<file path="config.mk">
export PLATFORM = sky130hd
export DESIGN_NAME = min_priority_queue_unit
export DESIGN_NICKNAME = d
export VERILOG_FILES = /design/src/hdl/mpq_pkg.sv /design/src/hdl/mpq_cell.sv /design/src/hdl/min_priority_queue_unit.sv
export SDC_FILE = /design/constraint.sdc
export NUM_CORES = 2
export LEC_CHECK = 0
export BUFFER_PORTS_ARGS = -buffer_cell sky130_fd_sc_hd__clkbuf_2
export CORE_MARGIN = 5
export CORE_UTILIZATION = 64
export CTS_BUF_LIST = sky130_fd_sc_hd__clkbuf_8
export DETAILED_ROUTE_END_ITERATION = 16
export PLACE_DENSITY = 0.81
export SLEW_MARGIN = 20
export SYNTH_ARGS = -nofsm -noshare
export SYNTH_HDL_FRONTEND = slang
export SYNTH_HIERARCHICAL = 1
export SYNTH_SLANG_ARGS = --single-unit
</file>
<file path="constraint.sdc">
create_clock -name clk -period 6.5 [get_ports clk]
set_input_delay 1.3 -clock clk [delete_from_list [all_inputs] [get_ports clk]]
set_output_delay 1.3 -clock clk [all_outputs]
set_load 0.005 [all_outputs]
</file>
<file path="src/hdl/mpq_pkg.sv">
// Shared types and constants for the min priority queue.
// Used by mpq_cell and min_priority_queue_unit; depends on nothing.
package mpq_pkg;

  localparam int DEPTH     = 16;
  localparam int PRIO_BITS = 16;
  localparam int DATA_BITS = 32;
  localparam int OCC_BITS  = 5;
  localparam int CNT_BITS  = $clog2(DEPTH + 1);

  localparam logic REQ_INSERT = 1'b0;
  localparam logic REQ_REMOVE = 1'b1;

  typedef enum logic [1:0] {
    ST_INSERTED = 2'd0,
    ST_FULL     = 2'd1,
    ST_REMOVED  = 2'd2,
    ST_EMPTY    = 2'd3
  } status_t;

  typedef struct packed {
    logic [PRIO_BITS-1:0] prio;
    logic [DATA_BITS-1:0] data;
  } entry_t;

  // Broadcast command to every cell of the row.
  typedef struct packed {
    logic ins;
    logic rem;
  } cell_cmd_t;

endpackage

</file>
<file path="src/hdl/mpq_cell.sv">
// One slot of the sorted queue row: holds an entry, shifts right on insert,
// left on remove. Depends on mpq_pkg.
module mpq_cell import mpq_pkg::*; (
  input  logic      clk,
  input  cell_cmd_t cmd,
  input  entry_t    new_entry,
  input  logic      occ,
  input  logic      left_take,
  input  entry_t    left_entry,
  input  entry_t    right_entry,
  output logic      take,
  output entry_t    entry
);

  // Strict compare keeps equal priorities in arrival order.
  assign take = !occ || (new_entry.prio < entry.prio);

  always_ff @(posedge clk) begin
    if (cmd.ins && take) begin
      entry <= left_take ? left_entry : new_entry;
    end else if (cmd.rem) begin
      entry <= right_entry;
    end
  end

endmodule

</file>
<file path="src/hdl/min_priority_queue_unit.sv">
// Top level of the min priority queue: a sorted row of mpq_cell slots,
// the fill count and the result register. Depends on mpq_pkg, mpq_cell.
//
//  channel   | handshake          | payload
//  ----------+--------------------+---------------------------------------------
//  request   | start & !busy      | req_type, in_priority, in_data
//  result    | done (one cycle)   | status, out_priority, out_data, occupancy
//
// One request per cycle; busy never rises. The result appears on the cycle
// after the transfer. The row stays sorted by priority, so an insert is one
// broadcast compare per cell plus a shift and a remove is a shift toward
// slot 0. Reset clears the fill count and the result strobe;
// slot contents are not cleared. The result side cannot stall.
module min_priority_queue_unit import mpq_pkg::*; (
  input  logic                 clk,
  input  logic                 rst,
  input  logic                 start,
  output logic                 busy,
  input  logic                 req_type,
  input  logic [PRIO_BITS-1:0] in_priority,
  input  logic [DATA_BITS-1:0] in_data,
  output logic                 done,
  output logic [1:0]           status,
  output logic [PRIO_BITS-1:0] out_priority,
  output logic [DATA_BITS-1:0] out_data,
  output logic [OCC_BITS-1:0]  occupancy
);

  logic [CNT_BITS-1:0] count;
  logic [CNT_BITS-1:0] count_next;
  status_t             result_status;
  status_t             status_next;
  cell_cmd_t           cmd;
  entry_t              new_entry;
  logic                accept;
  logic                full;
  logic                empty;

  logic   take_w  [DEPTH];
  entry_t entry_w [DEPTH];
  logic   occ_w   [DEPTH];
  logic   ltake_w [DEPTH];
  entry_t left_w  [DEPTH];
  entry_t right_w [DEPTH];

  assign busy      = 1'b0;
  assign accept    = start && !busy;
  assign full      = (count == CNT_BITS'(DEPTH));
  assign empty     = (count == '0);
  assign new_entry = '{prio: in_priority, data: in_data};

  assign cmd.ins = accept && (req_type == REQ_INSERT) && !full;
  assign cmd.rem = accept && (req_type == REQ_REMOVE) && !empty;

  genvar i;
  generate
    for (i = 0; i < DEPTH; i++) begin : g_cell
      assign occ_w[i] = (CNT_BITS'(i) < count);
      if (i == 0) begin : g_head
        assign ltake_w[i] = 1'b0;
        assign left_w[i]  = new_entry;
      end else begin : g_body
        assign ltake_w[i] = take_w[i-1];
        assign left_w[i]  = entry_w[i-1];
      end
      if (i == DEPTH - 1) begin : g_tail
        assign right_w[i] = entry_w[i];
      end else begin : g_mid
        assign right_w[i] = entry_w[i+1];
      end

      mpq_cell u_cell (
        .clk         (clk),
        .cmd         (cmd),
        .new_entry   (new_entry),
        .occ         (occ_w[i]),
        .left_take   (ltake_w[i]),
        .left_entry  (left_w[i]),
        .right_entry (right_w[i]),
        .take        (take_w[i]),
        .entry       (entry_w[i])
      );
    end
  endgenerate

  always_comb begin
    count_next  = count;
    status_next = ST_INSERTED;
    if (req_type == REQ_INSERT) begin
      if (full) begin
        status_next = ST_FULL;
      end else begin
        status_next = ST_INSERTED;
        count_next  = count + CNT_BITS'(1);
      end
    end else begin
      if (empty) begin
        status_next = ST_EMPTY;
      end else begin
        status_next = ST_REMOVED;
        count_next  = count - CNT_BITS'(1);
      end
    end
  end

  always_ff @(posedge clk) begin
    if (rst) begin
      count <= '0;
      done  <= 1'b0;
    end else begin
      done <= accept;
      if (accept) begin
        count <= count_next;
      end
    end
  end

  // Result payload; head slot holds the minimum before the shift.
  always_ff @(posedge clk) begin
    if (accept) begin
      result_status <= status_next;
      occupancy     <= OCC_BITS'(count_next);
      if (cmd.rem) begin
        out_priority <= entry_w[0].prio;
        out_data     <= entry_w[0].data;
      end else begin
        out_priority <= '0;
        out_data     <= '0;
      end
    end
  end

  assign status = result_status;

endmodule
</file>
==> reports/qor.log <==
INFO  clock_network  tritoncts_clock_tree=yes
INFO  global_routing number_of_antenna_violations_at_the_first_check_in_global_routing=3
INFO  timing         achievable_clock_frequency=0.2133GHz
INFO  placement      place_area=0.05270mm2
INFO  global_routing grt_pass1_vias=31670
INFO  setup_path     worst-r2r-setup-slack=1.81ns
INFO  floorplanning  io_pins=109
INFO  setup_path     worst_path_max_delay_cell=and2_2
INFO  setup_path     worstPathArrival=5.07ns
INFO  detailed_routing remaining_drc_errors=0
INFO  min_path       min-delay-start=g_cell[0].u_cell/entry[15]
INFO  global_routing pin_count_of_the_biggest_net_entering_global_routing=65
INFO  clock_network  clk_transition_reported_paths=0.06ns
INFO  floorplanning  standard_cell_row_count=103
INFO  timing         final_max_slew_viol_count=0
INFO  detailed_routing drt-total-wl=113100um
INFO  yosys          synthCells=3629
INFO  floorplanning  core=0.07926mm2
INFO  detailed_routing routed_wire_length_per_instance=22.99um
INFO  clock_network  post_cts_resize_count=0
INFO  global_routing wire_length_of_the_first_global_routing_pass=179600um
INFO  pwr            leakage_power=21.55nW
INFO  setup_path     crit_path_start_kind=flop
INFO  yosys          synthesis.area=0.05126mm2
INFO  setup_path     r2r_end=g_cell[11].u_cell/entry[36]
INFO  timing         timing.setup.tns=0ns
INFO  run_status     run_status=finished, final reports clean
INFO  timing         fin_crit_sh=72.13%
INFO  layout         stdcell_area=0.05533mm2
INFO  layout         drive_gt1_share=49.12%
INFO  setup_path     worst_setup_path_end_kind=flop
INFO  setup_path     worst_setup_path_endpoint=g_cell[11].u_cell/entry[36]
INFO  global_routing global_route.usage.total=25.62%
INFO  setup_path     worst-setup-path-type=flop to flop
INFO  setup_path     worst_path_largest_cell_delay=0.80ns
INFO  clock_network  cts-buffers-inserted=145
INFO  setup_path     reg2reg_from=count[0]
INFO  floorplanning  initial_cell_density_of_the_core=64.67%
INFO  min_path       holdCritPathClass=flop to flop
INFO  clock_network  max-clock-path-buffers=3
INFO  detailed_routing vias=30720
INFO  setup_path     ordered_list_of_cells_on_the_worst_path=inv_1, ha_1, a31oi_1, and2_2, buf_4, nor4b_1, a32oi_4, nand2b_2, buf_4
INFO  setup_path     cpMostUsedCell=buf_4
INFO  floorplanning  chipWidth=293.0um
INFO  timing         timing.clock.skew=0.04607ns
INFO  floorplanning  floorplan.die_area=0.08585mm2
INFO  timing         worst_slew_margin_rel=25.81%
INFO  placement      hpwlAfterDp=80700um
INFO  timing         setup_violations=0
INFO  global_routing leftover_overflow_at_the_end_of_global_routing=0
INFO  setup_path     timing.critical_path.required=6.89ns
INFO  timing         timing_worst_slew_pin_value=1.109ns
INFO  layout         final_net_count=4053
INFO  clock_network  clk_latency=0.79ns
INFO  clock_network  post_cts_setup_buffers=0
INFO  layout         growth_of_design_area_from_synthesis_to_finish=7.943%
INFO  clock_network  cts_root_buf=clkbuf_8
INFO  detailed_routing first_iter_violations=2413
INFO  timing         unrepaired_setup_endpoints_after_global_routing=false
INFO  pwr            pwr_density_cell=346.9mW/mm2
INFO  floorplanning  die_span_in_y=293.0um
INFO  run            drv_cap=0
INFO  detailed_routing drtPass1Iterations=6
INFO  placement      placer_s_final_routability_congestion_estimate=0.8669
INFO  detailed_routing avgViaCountPerCell=6.243
INFO  clock_network  cts_hold_buffers=0
INFO  clock_network  clock_tree.htree_level_count=4
INFO  setup_path     critPathMaxFanout=48
INFO  yosys          synth.avg_cell_area=14.12um2
INFO  placement      port_buffers=107
INFO  timing         layout_min_cycle_time=4.689ns
INFO  detailed_routing antenna_left=0
INFO  setup_path     ff2ff_path_depth=9
INFO  timing         report.final.hold_viol_count=0
INFO  pwr            vdd_ir_drop_max=170.3uV
INFO  clock_network  cts_num_sinks=829
INFO  yosys          synth.yosys.warnings=6
INFO  setup_path     worstSetupStartpoint=count[0]
INFO  timing         timing.hold.ws=0.5531ns
per-layer routing:
| layer | GRT usage [%] | share of wire [%] |
|---|---|---|
| met4 | 7.239 | 2.2 |
| met2 | 38.83 | 44 |
| met1 | 38.98 | 48 |
| met3 | 3.636 | 5.6 |
| met5 | 0 | 0 |
state kept, by name, indices dropped and copies added (netlist names):
name,count
out_priority,16
count,5
g_cell.u_cell/entry,768
out_data,32
done,1
status,2
occupancy,5
critical path, delay by kind of cell (launching register included):
kind            cells  cell delay [ns]
compound gates      2             0.72
fa+ha+maj           1             0.33
buf+inv             3             1.12
flops               1             0.63
simple gates        3             1.46
worst min path at each step:
stage | depth (start not counted) | slack (ns) | to
after floorplan | 1 | 0.52 | out_data[1]
after global placement | 1 | 0.53 | out_data[27]
after detailed placement | 1 | 0.54 | out_data[15]
after CTS | 1 | 0.55 | g_cell[14].u_cell/entry[21]
after global routing | 1 | 0.56 | g_cell[14].u_cell/entry[21]
final | 1 | 0.55 | out_data[15]
where the power goes:
group | internal (mW) | total [mW] | switching (mW) | leakage, nW
clock | 2.19 | 4.36 | 2.16 | 1.52
sequential | 7.93 | 8.87 | 0.941 | 8.02
combinational | 3.25 | 5.96 | 2.71 | 12.0
area by class of cell:
cell class                 instances  area (um2)
sequential                       829       24830
multi-input combinational       2363       24700
fill                            5433       23930
clock buffer                     147        2023
tap                             1050        1314
inverter                         265       994.7
timing repair buffer             153       893.4
clock inverter                   109       560.5
antenna                            4       10.01
per-stage QoR:
stage	std cells	total power [mW]	worst slack [ns]	utilization, %
2_1_floorplan	3632	13.26	1.616	-
3_3_place_gp	4660	14.46	1.334	66.45
3_5_place_dp	4660	14.83	1.230	66.49
4_1_cts	4916	19.25	1.828	69.75
5_1_grt	4919	20.20	1.543	69.80
6_report	4920	19.19	1.811	69.81
cells in the final DEF (no fill, tap or decap), types with 15 or more instances in the layout:
| master | instances |
|---|---|
| a21oi_1 | 73 |
| a32oi_4 | 16 |
| and2_1 | 38 |
| buf_4 | 45 |
| clkbuf_2 | 106 |
| clkbuf_8 | 147 |
| clkinv_1 | 31 |
| edfxtp_1 | 823 |
| ha_1 | 244 |
| inv_1 | 324 |
| mux2_1 | 45 |
| mux2_2 | 1392 |
| mux2_4 | 99 |
| nand2_1 | 91 |
| nand3_1 | 41 |
| nand4_1 | 28 |
| nor2_1 | 37 |
| nor3_1 | 17 |
| o21ai_0 | 38 |
| o21bai_1 | 15 |
Note: power is estimated with default switching activity, not from simulation.
